### src/rtl/rqs_pkg.sv
package rqs_pkg;

	localparam int DEPTH   = 16;
	localparam int SLOT_W  = $clog2(DEPTH);
	localparam int CNT_W   = $clog2(DEPTH + 1);
	localparam int ID_W    = 16;
	localparam int SIZE_W  = 32;
	localparam int RND_W   = 16;
	localparam int STAT_W  = 2;
	localparam int OCC_W   = 5;
	localparam int POL_W   = 2;
	localparam int CAP_W   = 5;
	localparam int ENTRY_W = ID_W + SIZE_W;
	localparam int DIVC_W  = $clog2(RND_W);
	localparam int APB_AW  = 3;
	localparam int APB_DW  = 32;

	// removal policies; the unused code behaves as FIFO
	localparam logic [POL_W-1:0] POL_FIFO  = 2'd0;
	localparam logic [POL_W-1:0] POL_SHORT = 2'd1;
	localparam logic [POL_W-1:0] POL_RAND  = 2'd2;

	// result status codes
	localparam logic [STAT_W-1:0] ST_ADDED = 2'd0;
	localparam logic [STAT_W-1:0] ST_TAKEN = 2'd1;
	localparam logic [STAT_W-1:0] ST_FULL  = 2'd2;
	localparam logic [STAT_W-1:0] ST_EMPTY = 2'd3;

	// item actions
	localparam logic ACT_ADD  = 1'b0;
	localparam logic ACT_TAKE = 1'b1;

	// register indexes (paddr[2])
	localparam logic REG_POLICY   = 1'b0;
	localparam logic REG_CAPACITY = 1'b1;

	typedef enum logic [3:0] {
		S_IDLE,
		S_EXEC,
		S_DIV,
		S_RDHEAD,
		S_HEAD,
		S_SCAN,
		S_PICKCAP,
		S_SWAP,
		S_DONE
	} rqs_state_t;

	typedef struct packed {
		logic idle;
		logic load_item;
		logic do_add;
		logic rej_full;
		logic rej_empty;
		logic div_init;
		logic div_step;
		logic rd_head;
		logic head_cap;
		logic pick_head;
		logic scan_issue;
		logic scan_cmp;
		logic pick_rd;
		logic pick_cap;
		logic take;
		logic publish;
	} rqs_cmd_t;

	typedef struct packed {
		logic             is_take;
		logic             full;
		logic             empty;
		logic             one_entry;
		logic [POL_W-1:0] policy;
		logic             div_last;
		logic             scan_more;
		logic             out_free;
	} rqs_stat_t;

endpackage

### src/rtl/rqs_if.sv
interface rqs_req_if;
	logic                        valid;
	logic                        ready;
	logic                        action;
	logic [rqs_pkg::ID_W-1:0]    request_id;
	logic [rqs_pkg::SIZE_W-1:0]  request_size;
	logic [rqs_pkg::RND_W-1:0]   random_value;

	modport source (output valid, action, request_id, request_size, random_value,
		input ready);
	modport sink (input valid, action, request_id, request_size, random_value,
		output ready);
endinterface

interface rqs_rsp_if;
	logic                        valid;
	logic                        ready;
	logic [rqs_pkg::STAT_W-1:0]  status;
	logic [rqs_pkg::ID_W-1:0]    out_request_id;
	logic [rqs_pkg::SIZE_W-1:0]  out_request_size;
	logic [rqs_pkg::OCC_W-1:0]   occupancy;

	modport source (output valid, status, out_request_id, out_request_size, occupancy,
		input ready);
	modport sink (input valid, status, out_request_id, out_request_size, occupancy,
		output ready);
endinterface

### src/rtl/rqs_ram.sv
module rqs_ram #(
	parameter int WIDTH = 8,
	parameter int DEPTH = 16
) (
	input  logic                     clk,
	input  logic                     we,
	input  logic [$clog2(DEPTH)-1:0] waddr,
	input  logic [WIDTH-1:0]         wdata,
	input  logic [$clog2(DEPTH)-1:0] raddr,
	output logic [WIDTH-1:0]         rdata
);

	logic [WIDTH-1:0] mem_q [DEPTH];

	always_ff @(posedge clk) begin
		if (we) begin
			mem_q[waddr] <= wdata;
		end
		rdata <= mem_q[raddr];
	end

endmodule

### src/rtl/rqs_ctrl.sv
module rqs_ctrl (
	input  logic               clk,
	input  logic               arst_n,
	input  logic               in_valid,
	input  rqs_pkg::rqs_stat_t stat,
	output rqs_pkg::rqs_cmd_t  cmd
);
	import rqs_pkg::*;

	rqs_state_t state_q, state_d;
	logic       pol_short, pol_rand;

	assign pol_short = (stat.policy == POL_SHORT);
	assign pol_rand  = (stat.policy == POL_RAND);

	always_ff @(posedge clk or negedge arst_n) begin
		if (!arst_n) begin
			state_q <= S_IDLE;
		end else begin
			state_q <= state_d;
		end
	end

	// next state
	always_comb begin
		state_d = state_q;
		case (state_q)
			S_IDLE: begin
				if (in_valid) state_d = S_EXEC;
			end
			S_EXEC: begin
				if (!stat.is_take || stat.empty) state_d = S_DONE;
				else if (pol_rand)               state_d = S_DIV;
				else                             state_d = S_RDHEAD;
			end
			S_DIV: begin
				if (stat.div_last) state_d = S_RDHEAD;
			end
			S_RDHEAD: state_d = S_HEAD;
			S_HEAD: begin
				if (pol_short && !stat.one_entry) state_d = S_SCAN;
				else if (pol_rand)                state_d = S_PICKCAP;
				else                              state_d = S_SWAP;
			end
			S_SCAN: begin
				if (!stat.scan_more) state_d = S_SWAP;
			end
			S_PICKCAP: state_d = S_SWAP;
			S_SWAP:    state_d = S_DONE;
			S_DONE: begin
				if (stat.out_free) state_d = S_IDLE;
			end
			default: state_d = S_IDLE;
		endcase
	end

	// commands
	always_comb begin
		cmd = '0;
		case (state_q)
			S_IDLE: begin
				cmd.idle      = 1'b1;
				cmd.load_item = in_valid;
			end
			S_EXEC: begin
				cmd.do_add    = !stat.is_take && !stat.full;
				cmd.rej_full  = !stat.is_take && stat.full;
				cmd.rej_empty = stat.is_take && stat.empty;
				cmd.div_init  = stat.is_take && !stat.empty && pol_rand;
			end
			S_DIV:    cmd.div_step = 1'b1;
			S_RDHEAD: cmd.rd_head  = 1'b1;
			S_HEAD: begin
				cmd.head_cap   = 1'b1;
				cmd.pick_head  = !pol_rand;
				cmd.scan_issue = pol_short && !stat.one_entry;
				cmd.pick_rd    = pol_rand;
			end
			S_SCAN: begin
				cmd.scan_cmp   = 1'b1;
				cmd.scan_issue = stat.scan_more;
			end
			S_PICKCAP: cmd.pick_cap = 1'b1;
			S_SWAP:    cmd.take     = 1'b1;
			S_DONE:    cmd.publish  = stat.out_free;
			default:   cmd = '0;
		endcase
	end

endmodule

### src/rtl/rqs_dp.sv
module rqs_dp (
	input  logic                         clk,
	input  logic                         arst_n,
	input  rqs_pkg::rqs_cmd_t            cmd,
	output rqs_pkg::rqs_stat_t           stat,
	input  logic                         clear_ring,
	input  logic [rqs_pkg::POL_W-1:0]    policy,
	input  logic [rqs_pkg::CAP_W-1:0]    capacity,
	input  logic                         action,
	input  logic [rqs_pkg::ID_W-1:0]     request_id,
	input  logic [rqs_pkg::SIZE_W-1:0]   request_size,
	input  logic [rqs_pkg::RND_W-1:0]    random_value,
	input  logic                         out_ready,
	output logic                         out_valid,
	output logic [rqs_pkg::STAT_W-1:0]   status,
	output logic [rqs_pkg::ID_W-1:0]     out_request_id,
	output logic [rqs_pkg::SIZE_W-1:0]   out_request_size,
	output logic [rqs_pkg::OCC_W-1:0]    occupancy
);
	import rqs_pkg::*;

	// ring pointers
	logic [SLOT_W-1:0] head_q, tail_q;
	logic [CNT_W-1:0]  count_q;
	logic [CNT_W-1:0]  cap_eff;

	// latched item
	logic              act_q;
	logic [ID_W-1:0]   id_q;
	logic [SIZE_W-1:0] size_q;
	logic [RND_W-1:0]  rnd_q;

	// remainder unit
	logic [CNT_W-1:0]  rem_q, rem_shift;
	logic [DIVC_W-1:0] divc_q;

	// scan / pick
	logic [SLOT_W-1:0] sl_q, cmp_slot_q, pick_q;
	logic [CNT_W-1:0]  idx_q;
	logic [ID_W-1:0]   hd_id_q, best_id_q;
	logic [SIZE_W-1:0] hd_size_q, best_size_q;
	logic [CNT_W-1:0]  rand_sum;
	logic [SLOT_W-1:0] rand_pick;

	// result and output register
	logic [STAT_W-1:0] res_status_q;
	logic [ID_W-1:0]   res_id_q;
	logic [SIZE_W-1:0] res_size_q;
	logic              out_valid_q;
	logic [STAT_W-1:0] out_status_q;
	logic [ID_W-1:0]   out_id_q;
	logic [SIZE_W-1:0] out_size_q;
	logic [OCC_W-1:0]  out_occ_q;

	// memory port
	logic               ram_we;
	logic [SLOT_W-1:0]  ram_waddr, ram_raddr;
	logic [ENTRY_W-1:0] ram_wdata, ram_rdata;
	logic [ID_W-1:0]    rd_id;
	logic [SIZE_W-1:0]  rd_size;

	function automatic logic [SLOT_W-1:0] slot_inc(input logic [SLOT_W-1:0] s,
		input logic [CNT_W-1:0] c);
		logic [CNT_W-1:0] n;
		n = CNT_W'(s) + CNT_W'(1);
		return (n == c) ? '0 : n[SLOT_W-1:0];
	endfunction

	always_comb begin
		if (capacity == '0)                   cap_eff = CNT_W'(1);
		else if (CNT_W'(capacity) > CNT_W'(DEPTH)) cap_eff = CNT_W'(DEPTH);
		else                                  cap_eff = CNT_W'(capacity);
	end

	assign rd_id   = ram_rdata[ENTRY_W-1:SIZE_W];
	assign rd_size = ram_rdata[SIZE_W-1:0];

	assign rem_shift = {rem_q[CNT_W-2:0], rnd_q[RND_W-1]};
	assign rand_sum  = CNT_W'(head_q) + rem_q;
	assign rand_pick = (rand_sum >= cap_eff) ? SLOT_W'(rand_sum - cap_eff)
		: rand_sum[SLOT_W-1:0];

	always_comb begin
		stat.is_take   = (act_q == ACT_TAKE);
		stat.full      = (count_q >= cap_eff);
		stat.empty     = (count_q == '0);
		stat.one_entry = (count_q == CNT_W'(1));
		stat.policy    = policy;
		stat.div_last  = (divc_q == DIVC_W'(RND_W - 1));
		stat.scan_more = (idx_q < count_q);
		stat.out_free  = !out_valid_q || out_ready;
	end

	always_comb begin
		ram_we    = 1'b0;
		ram_waddr = tail_q;
		ram_wdata = {id_q, size_q};
		if (cmd.do_add) begin
			ram_we = 1'b1;
		end else if (cmd.take) begin
			// head entry moves into the vacated slot
			ram_we    = 1'b1;
			ram_waddr = pick_q;
			ram_wdata = {hd_id_q, hd_size_q};
		end
	end

	always_comb begin
		ram_raddr = head_q;
		if (cmd.scan_issue)   ram_raddr = sl_q;
		else if (cmd.pick_rd) ram_raddr = pick_q;
	end

	rqs_ram #(
		.WIDTH (ENTRY_W),
		.DEPTH (DEPTH)
	) u_ram (
		.clk   (clk),
		.we    (ram_we),
		.waddr (ram_waddr),
		.wdata (ram_wdata),
		.raddr (ram_raddr),
		.rdata (ram_rdata)
	);

	// control state
	always_ff @(posedge clk or negedge arst_n) begin
		if (!arst_n) begin
			head_q      <= '0;
			tail_q      <= '0;
			count_q     <= '0;
			out_valid_q <= 1'b0;
		end else begin
			if (clear_ring) begin
				head_q  <= '0;
				tail_q  <= '0;
				count_q <= '0;
			end else if (cmd.do_add) begin
				tail_q  <= slot_inc(tail_q, cap_eff);
				count_q <= count_q + CNT_W'(1);
			end else if (cmd.take) begin
				head_q  <= slot_inc(head_q, cap_eff);
				count_q <= count_q - CNT_W'(1);
			end
			if (cmd.publish)    out_valid_q <= 1'b1;
			else if (out_ready) out_valid_q <= 1'b0;
		end
	end

	// payload
	always_ff @(posedge clk) begin
		if (cmd.load_item) begin
			act_q  <= action;
			id_q   <= request_id;
			size_q <= request_size;
			rnd_q  <= random_value;
		end
		if (cmd.div_init) begin
			rem_q  <= '0;
			divc_q <= '0;
		end else if (cmd.div_step) begin
			rem_q  <= (rem_shift >= count_q) ? rem_shift - count_q : rem_shift;
			rnd_q  <= {rnd_q[RND_W-2:0], 1'b0};
			divc_q <= divc_q + DIVC_W'(1);
		end
		if (cmd.rd_head) begin
			sl_q   <= slot_inc(head_q, cap_eff);
			idx_q  <= CNT_W'(1);
			pick_q <= rand_pick;
		end
		if (cmd.head_cap) begin
			hd_id_q     <= rd_id;
			hd_size_q   <= rd_size;
			best_id_q   <= rd_id;
			best_size_q <= rd_size;
			if (cmd.pick_head) pick_q <= head_q;
		end
		if (cmd.scan_cmp && (rd_size < best_size_q)) begin
			best_id_q   <= rd_id;
			best_size_q <= rd_size;
			pick_q      <= cmp_slot_q;
		end
		if (cmd.scan_issue) begin
			cmp_slot_q <= sl_q;
			sl_q       <= slot_inc(sl_q, cap_eff);
			idx_q      <= idx_q + CNT_W'(1);
		end
		if (cmd.pick_cap) begin
			best_id_q   <= rd_id;
			best_size_q <= rd_size;
		end
		if (cmd.do_add || cmd.rej_full || cmd.rej_empty) begin
			res_id_q   <= '0;
			res_size_q <= '0;
			res_status_q <= cmd.do_add ? ST_ADDED : (cmd.rej_full ? ST_FULL : ST_EMPTY);
		end else if (cmd.take) begin
			res_status_q <= ST_TAKEN;
			res_id_q     <= best_id_q;
			res_size_q   <= best_size_q;
		end
		if (cmd.publish) begin
			out_status_q <= res_status_q;
			out_id_q     <= res_id_q;
			out_size_q   <= res_size_q;
			out_occ_q    <= OCC_W'(count_q);
		end
	end

	assign out_valid        = out_valid_q;
	assign status           = out_status_q;
	assign out_request_id   = out_id_q;
	assign out_request_size = out_size_q;
	assign occupancy        = out_occ_q;

endmodule

### src/rtl/request_queue_scheduler.sv
// Request queue scheduler: a ring of up to 16 (id, size) request entries
// held in a single-port-write, single-port-read RAM. Each transaction on
// req_in either adds a request at the tail (action 0) or takes one (action
// 1) under the policy register: FIFO takes the head, shortest-first scans
// the occupied slots from the head and takes the first smallest size,
// random takes the slot at head + (random_value mod count) and moves the
// head entry into it. Every transaction yields exactly one rsp_out
// transaction with status, taken id/size (zero unless taken) and the
// occupancy afterwards. Adds to a full ring and takes from an empty one
// are rejected with no state change. Items are processed one at a time:
// a shortest-first take does one RAM read per occupied slot, pipelined
// behind the registered read port, and a random take waits while the
// remainder unit retires one bit of random_value per cycle. The next
// item is accepted in the cycle after the result moves into the output
// register, even while that register still waits on rsp_out.ready.
// Registers sit on
// an APB port: policy at 0x0, capacity at 0x4 (0 acts as 1, above 16 acts
// as 16). Any capacity write empties the ring; write it only while idle.
module request_queue_scheduler (
	input  logic                        clk,
	input  logic                        arst_n,
	rqs_req_if.sink                     req_in,
	rqs_rsp_if.source                   rsp_out,
	input  logic                        psel,
	input  logic                        penable,
	input  logic                        pwrite,
	input  logic [rqs_pkg::APB_AW-1:0]  paddr,
	input  logic [rqs_pkg::APB_DW-1:0]  pwdata,
	output logic [rqs_pkg::APB_DW-1:0]  prdata,
	output logic                        pready
);
	import rqs_pkg::*;

	logic [POL_W-1:0] policy_q;
	logic [CAP_W-1:0] capacity_q;
	logic             cfg_wr;
	logic             cap_wr;
	rqs_cmd_t         cmd;
	rqs_stat_t        stat;

	// APB: zero-wait writes in the access phase
	assign pready = 1'b1;
	assign cfg_wr = psel && penable && pwrite;
	assign cap_wr = cfg_wr && (paddr[2] == REG_CAPACITY);

	always_ff @(posedge clk or negedge arst_n) begin
		if (!arst_n) begin
			policy_q   <= POL_FIFO;
			capacity_q <= CAP_W'(DEPTH);
		end else if (cfg_wr) begin
			if (paddr[2] == REG_POLICY) policy_q   <= pwdata[POL_W-1:0];
			else                        capacity_q <= pwdata[CAP_W-1:0];
		end
	end

	always_comb begin
		if (paddr[2] == REG_POLICY) prdata = APB_DW'(policy_q);
		else                        prdata = APB_DW'(capacity_q);
	end

	// input handshake: one item in flight
	assign req_in.ready = cmd.idle;

	rqs_ctrl u_ctrl (
		.clk      (clk),
		.arst_n   (arst_n),
		.in_valid (req_in.valid),
		.stat     (stat),
		.cmd      (cmd)
	);

	rqs_dp u_dp (
		.clk              (clk),
		.arst_n           (arst_n),
		.cmd              (cmd),
		.stat             (stat),
		.clear_ring       (cap_wr),
		.policy           (policy_q),
		.capacity         (capacity_q),
		.action           (req_in.action),
		.request_id       (req_in.request_id),
		.request_size     (req_in.request_size),
		.random_value     (req_in.random_value),
		.out_ready        (rsp_out.ready),
		.out_valid        (rsp_out.valid),
		.status           (rsp_out.status),
		.out_request_id   (rsp_out.out_request_id),
		.out_request_size (rsp_out.out_request_size),
		.occupancy        (rsp_out.occupancy)
	);

endmodule
### src/flat_wrapper.sv
// flat-port wrapper written by rule: the top's interface ports become plain ports
module request_queue_scheduler_flat import rqs_pkg::*;
  (clk, arst_n, psel, penable, pwrite, paddr, pwdata, prdata, pready, req_in_valid, req_in_action, req_in_request_id, req_in_request_size, req_in_random_value, req_in_ready, rsp_out_valid, rsp_out_status, rsp_out_out_request_id, rsp_out_out_request_size, rsp_out_occupancy, rsp_out_ready);
  rqs_req_if req_in_i ();
  rqs_rsp_if rsp_out_i ();
  input  logic clk;
  input  logic arst_n;
  input  logic psel;
  input  logic penable;
  input  logic pwrite;
  input  logic [rqs_pkg::APB_AW-1:0] paddr;
  input  logic [rqs_pkg::APB_DW-1:0] pwdata;
  output logic [rqs_pkg::APB_DW-1:0] prdata;
  output logic pready;
  input wire logic [$bits(req_in_i.valid)-1:0] req_in_valid;
  input wire logic [$bits(req_in_i.action)-1:0] req_in_action;
  input wire logic [$bits(req_in_i.request_id)-1:0] req_in_request_id;
  input wire logic [$bits(req_in_i.request_size)-1:0] req_in_request_size;
  input wire logic [$bits(req_in_i.random_value)-1:0] req_in_random_value;
  output wire logic [$bits(req_in_i.ready)-1:0] req_in_ready;
  output wire logic [$bits(rsp_out_i.valid)-1:0] rsp_out_valid;
  output wire logic [$bits(rsp_out_i.status)-1:0] rsp_out_status;
  output wire logic [$bits(rsp_out_i.out_request_id)-1:0] rsp_out_out_request_id;
  output wire logic [$bits(rsp_out_i.out_request_size)-1:0] rsp_out_out_request_size;
  output wire logic [$bits(rsp_out_i.occupancy)-1:0] rsp_out_occupancy;
  input wire logic [$bits(rsp_out_i.ready)-1:0] rsp_out_ready;
  assign req_in_i.valid = req_in_valid;
  assign req_in_i.action = req_in_action;
  assign req_in_i.request_id = req_in_request_id;
  assign req_in_i.request_size = req_in_request_size;
  assign req_in_i.random_value = req_in_random_value;
  assign req_in_ready = req_in_i.ready;
  assign rsp_out_valid = rsp_out_i.valid;
  assign rsp_out_status = rsp_out_i.status;
  assign rsp_out_out_request_id = rsp_out_i.out_request_id;
  assign rsp_out_out_request_size = rsp_out_i.out_request_size;
  assign rsp_out_occupancy = rsp_out_i.occupancy;
  assign rsp_out_i.ready = rsp_out_ready;
  request_queue_scheduler u_core (.clk(clk), .arst_n(arst_n), .req_in(req_in_i), .rsp_out(rsp_out_i), .psel(psel), .penable(penable), .pwrite(pwrite), .paddr(paddr), .pwdata(pwdata), .prdata(prdata), .pready(pready));
endmodule
### config.mk
export PLATFORM = sky130hd
export DESIGN_NAME = request_queue_scheduler_flat
export DESIGN_NICKNAME = d
export VERILOG_FILES = /design/src/rtl/rqs_pkg.sv /design/src/rtl/rqs_if.sv /design/src/rtl/rqs_ram.sv /design/src/rtl/rqs_ctrl.sv /design/src/rtl/rqs_dp.sv /design/src/rtl/request_queue_scheduler.sv /design/src/flat_wrapper.sv
export SDC_FILE = /design/constraint.sdc
export NUM_CORES = 1
export LEC_CHECK = 0
export ABC_AREA = 0
export BUFFER_PORTS_ARGS = -buffer_cell sky130_fd_sc_hd__buf_2
export CORE_MARGIN = 3
export CORE_UTILIZATION = 55
export DETAILED_ROUTE_END_ITERATION = 12
export GPL_ROUTABILITY_DRIVEN = 0
export PLACE_DENSITY = 0.72
export SLEW_MARGIN = 5
export SYNTH_ARGS = -nofsm -noshare
export SYNTH_HDL_FRONTEND = slang
export SYNTH_HIERARCHICAL = 1
export SYNTH_SLANG_ARGS = --single-unit
### constraint.sdc
create_clock -name clk -period 9.6 [get_ports clk]
set_input_delay 0.96 -clock clk [delete_from_list [all_inputs] [get_ports clk]]
set_output_delay 0.96 -clock clk [all_outputs]
set_load 0.01 [all_outputs]
Word level (Yosys, flattened, before mapping):

Memory sizes are Yosys's and may differ from the RTL's. A register that Yosys moved wholly into a read port is not among the register bits.
Cells that the tools add are included.

* bits in registers: 317
* RAM bits: 768
* output and inout bits: 90
* word-level logic and storage cells: 169
* memories kept: 1

* add/subtract/negate cells: 10
* order comparisons: 6
* equal/unequal tests: 20
* muxes and demuxes: 69
* bitwise operators: 1
* reduce and logical (&&, ||, !) cells: 34

Memories
* u_core.u_dp.u_ram.mem_q: depth 16, width 48, rd ports 1, clocked after Yosys merged registers in 1, wr ports 1, RTL line rqs_ram.sv:13 `logic [WIDTH-1:0] mem_q [DEPTH];`

Operators by type and width (count)
* $mux W4: 25
* $mux W16: 6
* $mux W32: 3
* $mux W48: 2
* $mux W5: 9
* $pmux W4 S9: 1
* $lt A32 B32 Y1: 1
* $eq A4 B3 Y1 const B: 4
* $mux W1: 16
* $add A4 B1 Y5 const B: 3
* $eq A5 B5 Y1: 3
* $ge A5 B5 Y1: 3
* $mux W2: 6
* $add A5 B1 Y5 const B: 2
* $logic_and A1 B1 Y1: 10
* $logic_not A5 Y1: 2
* $reduce_bool A2 Y1: 5
* $eq A4 B2 Y1 const B: 2
* $eq A4 B4 Y1 const B: 2
* $logic_not A1 Y1: 6
* $ne A2 B2 Y1 const B: 3
* $reduce_and A2 Y1: 3
* $reduce_bool A3 Y1: 2
* $add A4 B5 Y5: 1
* 16 further kinds: 20

Depth between registers and ports, before layout:

Gate-level depths: netlist of run 1.

* depth after elaboration: 10
* gate-level depth with buffers: 20
* mapped depth without buffers: 17

Hierarchy:

The synthesis of run 1 kept the hierarchy.

Modules (own cells, without submodules)
* rqs_ram: instances 1, cells an instance 1242, area an instance 29691.0 µm², seq. area each 24023.0 µm²
* rqs_dp: instances 1, cells an instance 1031, area an instance 12927.4 µm², seq. area each 8348.0 µm²
* request_queue_scheduler: instances 1, cells an instance 52, area an instance 551.8 µm², seq. area each 176.4 µm²
* rqs_ctrl: instances 1, cells an instance 61, area an instance 525.5 µm², seq. area each 100.1 µm²

Worst setup path before layout of run 1:

No wires, ideal clock.

* path type: register to register
* from: register u_core.capacity_q[4]
* to: memory u_core/u_dp/u_ram/mem_q[0][0] in the netlist's numbering, enable pin
* data arrival time: 6.504 ns
* data required time: 9.087 ns
* slack: 2.584 ns
* cell stages (with the launch flop): 18
* cell sequence: dfstp_2 inv_2 o21ai_2 inv_1 ha_1 nand2b_1 a21o_1 a21oi_1 nor2b_1 o21ai_0 nand2b_1 nor3_1 nand2b_1 clkbuf_1 buf_2 o21ai_0 or3b_2 nor3_1

RTL lines
* from (decl): RTL line request_queue_scheduler.sv:35 `logic [CAP_W-1:0] capacity_q;`
* from (signal assigned): RTL line request_queue_scheduler.sv:49 `capacity_q <= CAP_W'(DEPTH);`
* from (signal assigned): RTL line request_queue_scheduler.sv:52 `else capacity_q <= pwdata[CAP_W-1:0];`
* to (decl): RTL line rqs_ram.sv:13

==> flow_metrics.tcl, run 1 <==
set metrics [dict create \
    outcome "finished, final reports clean" \
    tns_ns 0 \
    grt_overflow 0 \
    final_cell_area_sq_um 49200 \
    synth_ff_type "edfxtp_1" \
    cts_sinks 1133 \
    cts_setup_buffers 0 \
    cts_hold_buf 0 \
    setup_violations 0 \
    place.port_buffers 139 \
    nNetsFinal 2735 \
    worstSkewPairLatency_ns 0.67 \
    via_per_inst 6.02 \
    synthCells 2386 \
    wirelength_um 96200 \
    root_buffer "clkbuf_16" \
    p_leak_uw 0.0168 \
    avgSynthCellArea_sq_um 18.3 \
    yosysWarnings 6 \
    async_reset_ff_share_pct 2.21 \
    htreeDepth 3 \
    first_iter_violations 2373 \
    synth_edf_count 983 \
    synth_top_area_share_pct 67.6 \
    antennaDiodeCount 0 \
    clock.fmax_ghz 0.174 \
    post-dp-hpwl_um 49700 \
    path_max_fanout 33 \
    grt_pass1_wl_um 144000 \
    drive_above_1_share_pct 23.5 \
    finalMaxSlewViolations 0 \
    grt_max_degree 170 \
    cts_resized 0 \
    fin_crit_ns 5.74 \
    firstDrtPassIters 6 \
    core_sq_um 78100 \
    cp_slowest_cell "nor2_4" \
    required_ns 9.89 \
    hold_class "input pin to async pin" \
    syn-cell-area_sq_um 43700 \
    max-cap-violations 0 \
    clk_pin_slew_ns 0.06 \
    start_util_pct 55.9 \
    fin_total_pwr_uw 15500 \
    antenna_left 0 \
    ys_ff_latch 1133 \
    track_usage_pct 23.5 \
    tritoncts "built" \
    vias 22300 \
    start_kind "flip-flop" \
    hold_viol 0 \
    yosys.cell_types.count 79 \
    ys_top_cells_by_area "edfxtp_1, mux4_2, dfxtp_1, nand2_1, ha_1" \
    criticalPathCategory "flip-flop to flip-flop" \
    finClkSkew_ns 0.0255 \
    rows 102 \
    maxSlewHeadroom_pct 23.0 \
    power_density_nw_per_um2 316 \
    cts_buffer_depth 3 \
    ioPinCount 197 \
    crit_arrival_ns 6.03 \
    yosys.area.top_type "edfxtp_1" \
    max_stage_delay_ns 0.81 \
    ys_seq_area_share_pct 74.7 \
    place_area_sq_um 45500 \
    peakVddDrop_uv 308 \
    placedCellCount 3490 \
    crit_chain "nor3_2 > o21ai_2 > inv_1 > ha_1 > nand2b_1 > a21o_1 > a21oi_1 > nor2b_1 > o21ai_0 > nand2b_1 > nor3_1 > nand2b_2 > o21ai_0 > nand3b_1 > nor2_4 > buf_4" \
    post-route-period-util_pct 59.8 \
    wl_per_cell_um 26.0 \
    worst-slew-pin-transition_ns 1.15 \
    die_area_sq_um 82900 \
    finalNonFillerCells 3700 \
    drc_errors 0 \
    die_x_um 288 \
    yosys.cell_count.top_type "edfxtp_1" \
    cp-end-kind "flip-flop" \
    synthTopCellsByCount "edfxtp_1, nand2_1, mux4_2" \
    die_h_um 288 \
    syn_to_final_growth_pct 12.7 \
    antenna_found_initial 1 \
    cp_top_family "simple AND/OR/NAND/NOR gates" \
    worst_slack_ns 3.86 \
    worst-path-buf-inv 2 \
    post-place-ws_ns 3.88 \
    cts_inserted_buffers 110 \
    rsz0062_at_grt "false" \
    grt_pass1_vias 22600 \
]
-- through the flow --
stage	utilization [%]	hold WS (ns)
global placement	58.3	0.409
finish	63.0	0.294
detailed placement	58.3	0.413
global route	63.0	0.307
CTS	63.0	0.280
floorplan	-	0.400
-- placed cells by master (no fill, tap or decap), types with 24 or more instances in the layout --
| master | instances |
|---|---|
| a21oi_1 | 27 |
| buf_4 | 33 |
| nand2_1 | 251 |
| mux2i_1 | 77 |
| edfxtp_1 | 983 |
| clkbuf_16 | 110 |
| inv_1 | 61 |
| ha_1 | 63 |
| dfxtp_1 | 125 |
| nor2_1 | 75 |
| o21ai_0 | 33 |
| clkinv_2 | 24 |
| dfrtp_1 | 24 |
| mux4_2 | 192 |
| buf_2 | 139 |
| conb_1 | 28 |
| a22oi_1 | 98 |
-- path summary, 6_finish.rpt --
| path | from | to | slack (ns) | cells past startpoint |
|---|---|---|---|---|
| min | arst_n | u_core/u_dp/head_q[3]$_DFFE_PN0P_ | 0.29 | 1 |
| max reg2reg | u_core/capacity_q[1]$_DFFE_PN0P_ | u_core/u_dp/u_ram/mem_q[10][42]$_DFFE_PP_ | 3.86 | 16 |
| max | u_core/capacity_q[1]$_DFFE_PN0P_ | u_core/u_dp/u_ram/mem_q[10][42]$_DFFE_PP_ | 3.86 | 16 |
| max in group asynchronous | arst_n | u_core/u_ctrl/state_q[3]$_DFFE_PN0P_ | 8.90 | 1 |
| min in group clk | u_core/u_dp/u_ram/rdata[37]$_DFF_P_ | u_core/u_dp/best_id_q[5]$_DFFE_PP_ | 0.43 | 0 |
| min reg2reg | u_core/u_dp/u_ram/rdata[37]$_DFF_P_ | u_core/u_dp/best_id_q[5]$_DFFE_PP_ | 0.43 | 0 |
-- metal layers --
layer | GRT usage (%) | vias to the layer above | routed length, um
met5 | 0 | - | 0
met4 | 6.07 | 0 | 1950
met3 | 4.10 | 135 | 8340
met2 | 37.8 | 1023 | 46800
met1 | 33.8 | 11500 | 39200
li1 | - | 9592 | -
-- flip-flops by register name, summed over array words and instances, names as in the netlist, 16 cells and up --
register	cells
u_core/u_dp/u_ram/rdata	48
u_core/u_dp/id_q	16
u_core/u_dp/hd_id_q	16
u_core/u_dp/best_size_q	32
u_core/u_dp/out_request_size	32
u_core/u_dp/best_id_q	16
u_core/u_dp/size_q	32
u_core/u_dp/rnd_q	16
u_core/u_dp/out_request_id	16
u_core/u_dp/hd_size_q	32
u_core/u_dp/u_ram/mem_q	768
u_core/u_dp/res_id_q	16
u_core/u_dp/res_size_q	32
-- cell type report --
class                      instances  area (sq um)
tap                             1040          1300
fill                            5336         28900
sequential                      1133         32600
multi-input combinational       1080         10400
clock inverter                    59           631
inverter                          63           236
timing repair buffer             174           983
clock buffer                     151          3090
-- power by group --
group	switching, uW	internal (uW)
clock network	1820	2530
logic	2540	1830
registers	430	6390
-- logic make-up (layout without fill, tap and decap cells) --
group	after synthesis	in the layout	synth area share, %
XOR/XNOR	37	37	0.793
flip-flops	1133	1133	74.7
multiplexers	284	284	12.0
AND/OR/NAND/NOR	458	458	4.83
AO/OA/AOI/OAI	207	207	3.40
other	2	28	0.0172
adder cells (fa/ha/maj)	66	66	1.94
buffers and inverters	199	447	2.25
-- worst register-to-register path, stage by stage, from the launching register on --
cell      delay, ns
dfrtp_1        0.54
nor3_2         0.10
o21ai_2        0.29
inv_1          0.14
ha_1           0.28
nand2b_1       0.14
a21o_1         0.18
a21oi_1        0.14
nor2b_1        0.06
o21ai_0        0.16
nand2b_1       0.10
nor3_1         0.26
nand2b_2       0.72
o21ai_0        0.33
nand3b_1       0.45
nor2_4         0.81
buf_4          0.65
(Power assumes the default switching activity.)
==> run 2, diff against run 1 <==
PLACE_DENSITY = 0.75   (was 0.72)
clock period = 5 ns   (was 9.6 ns; I/O delays follow)
==> run 2 against run 1 <==
Against the previous run: worst setup slack got worse by 3.4 ns; critical path depth grew 2; core utilization is 0.93 points higher; maximum frequency is 25% higher; count of clock-buffer cells in the layout grew 7; power rose by 92%; clock skew increased by 0.020 ns.
==> flow_metrics.tcl, run 2 (same netlist as run 1, synthesis figures left out) <==
set metrics [dict create \
    nNetsFinal 2810 \
    core_sq_um 78100 \
    root_buffer "clkbuf_16" \
    vias 22600 \
    rows 102 \
    crit_arrival_ns 4.88 \
    rsz0062_at_grt "false" \
    p_leak_uw 0.0171 \
    largestRegisters "u_core/u_dp/u_ram/mem_q (768), u_core/u_dp/u_ram/rdata (48)" \
    die_h_um 288 \
    post-dp-hpwl_um 53800 \
    criticalPathCategory "flip-flop to flip-flop" \
    start_kind "flip-flop" \
    finalMaxSlewViolations 0 \
    finClkSkew_ns 0.0451 \
    maxSlewHeadroom_pct 27.6 \
    firstDrtPassIters 5 \
    wirelength_um 94600 \
    layout_common_cells "edfxtp_1, nand2_1, mux4_2" \
    wl_per_cell_um 25.1 \
    max-cap-violations 0 \
    syn_to_final_growth_pct 14.3 \
    clock.fmax_ghz 0.218 \
    tritoncts "built" \
    die_x_um 288 \
    whs_ns 0.0362 \
    worst_slack_ns 0.413 \
    cts_inserted_buffers 109 \
    antenna_found_initial 0 \
    cts_buffer_depth 3 \
    ioPinCount 197 \
    start_util_pct 55.9 \
    drive_above_1_share_pct 23.2 \
    hold_viol 0 \
    fin_crit_ns 4.59 \
    required_ns 5.29 \
    antennaDiodeCount 0 \
    first_iter_violations 1968 \
    peakVddDrop_uv 432 \
    grt_max_degree 72 \
    grt_pass1_vias 23500 \
    largest-register "u_core/u_dp/u_ram/mem_q" \
    grt_pass1_wl_um 143000 \
    clk_pin_slew_ns 0.06 \
    power_density_nw_per_um2 598 \
    fillers 5146 \
    grt_overflow 0 \
    htreeDepth 3 \
    worstSkewPairLatency_ns 0.70 \
    post-place-ws_ns 0.416 \
    path_max_fanout 31 \
    track_usage_pct 23.0 \
    via_per_inst 5.99 \
    largest_reg_flops 768 \
    final_cell_area_sq_um 50000 \
    cts_sinks 1133 \
    tns_ns 0 \
    cp-end-kind "flip-flop" \
    antenna_left 0 \
    setup_violations 0 \
    hold_class "input pin to flip-flop" \
    place.port_buffers 139 \
    place_area_sq_um 45900 \
    cts_resized 0 \
    worst-slew-pin-transition_ns 1.08 \
    outcome "finished, final reports clean" \
    final_common_cell "edfxtp_1" \
    post-route-period-util_pct 91.7 \
    drc_errors 0 \
    die_area_sq_um 82900 \
]
run 2: repair_timing:
item	CTS	global route
hold endpoints to repair	69	0
hold buffers	46	0
setup endpoints to repair	0	24
setup buffers	0	0
run 2: critical path, stage by stage (launching register included):
cell,delay (ns)
dfstp_2,0.59
inv_2,0.10
o21ai_2,0.16
inv_1,0.11
ha_1,0.28
nand2b_1,0.14
a21o_1,0.17
a21oi_1,0.14
nor2b_1,0.05
o21ai_0,0.14
nand2b_1,0.09
nor3_1,0.18
buf_4,0.26
nand2b_2,0.22
nand2_1,0.07
o21ai_0,0.19
nand3_1,0.46
nor2_4,0.25
buf_4,0.54
run 2: path summary, 6_finish.rpt:
path                                                      startpoint                                         to  slack, ns  cells after the start
worst min-delay path                          req_in_request_size[3]            u_core/u_dp/size_q[3]$_DFFE_PP_       0.04                      1
worst max register to register      u_core/capacity_q[4]$_DFFE_PN1P_  u_core/u_dp/u_ram/mem_q[14][46]$_DFFE_PP_       0.41                     18
worst max-delay path                u_core/capacity_q[4]$_DFFE_PN1P_  u_core/u_dp/u_ram/mem_q[14][46]$_DFFE_PP_       0.41                     18
worst min register to register  u_core/u_dp/res_id_q[1]$_SDFFE_PP0P_    u_core/u_dp/out_request_id[1]$_DFFE_PP_       0.41                      0
max in group asynchronous                                     arst_n          u_core/u_dp/tail_q[3]$_DFFE_PN0P_       4.18                      2
min in group asynchronous                                     arst_n         u_core/u_dp/count_q[1]$_DFFE_PN0P_       0.39                      2
run 2: layer usage:
metal	track usage, %	wire length [um]	vias up	share of wire [%]
li1	-	-	9775	-
met1	31.8	37900	11600	40
met2	37.9	46800	1020	50
met3	3.65	7150	190	7.6
met4	7.97	2670	0	2.8
met5	0	0	-	0
run 2: per-stage QoR:
step           total power [uW]  std cells  util (%)
2_1_floorplan             19300       2412         -
3_3_place_gp              21500       3519      58.8
3_5_place_dp              21800       3519      58.8
4_1_cts                   30100       3772      64.0
5_1_grt                   31300       3773      64.0
6_report                  29900       3773      64.0
run 2: layout make-up:
| type | count | area [sq um] | area share [%] |
|---|---|---|---|
| clock buffers | 158 | 3080 | 6.17 |
| repair buffers | 249 | 1790 | 3.58 |
| well taps | 1040 | 1300 | 2.60 |
| inverters | 63 | 236 | 0.473 |
| flip-flops and latches | 1133 | 32600 | 65.3 |
| clock inverters | 49 | 520 | 1.04 |
| multi-input cells | 1081 | 10400 | 20.8 |
run 2: report_power, final:
part | internal, uW | total, uW | switching (uW)
Clock | 4640 | 8110 | 3470
Combinational | 3660 | 8710 | 5050
Sequential | 12300 | 13100 | 801
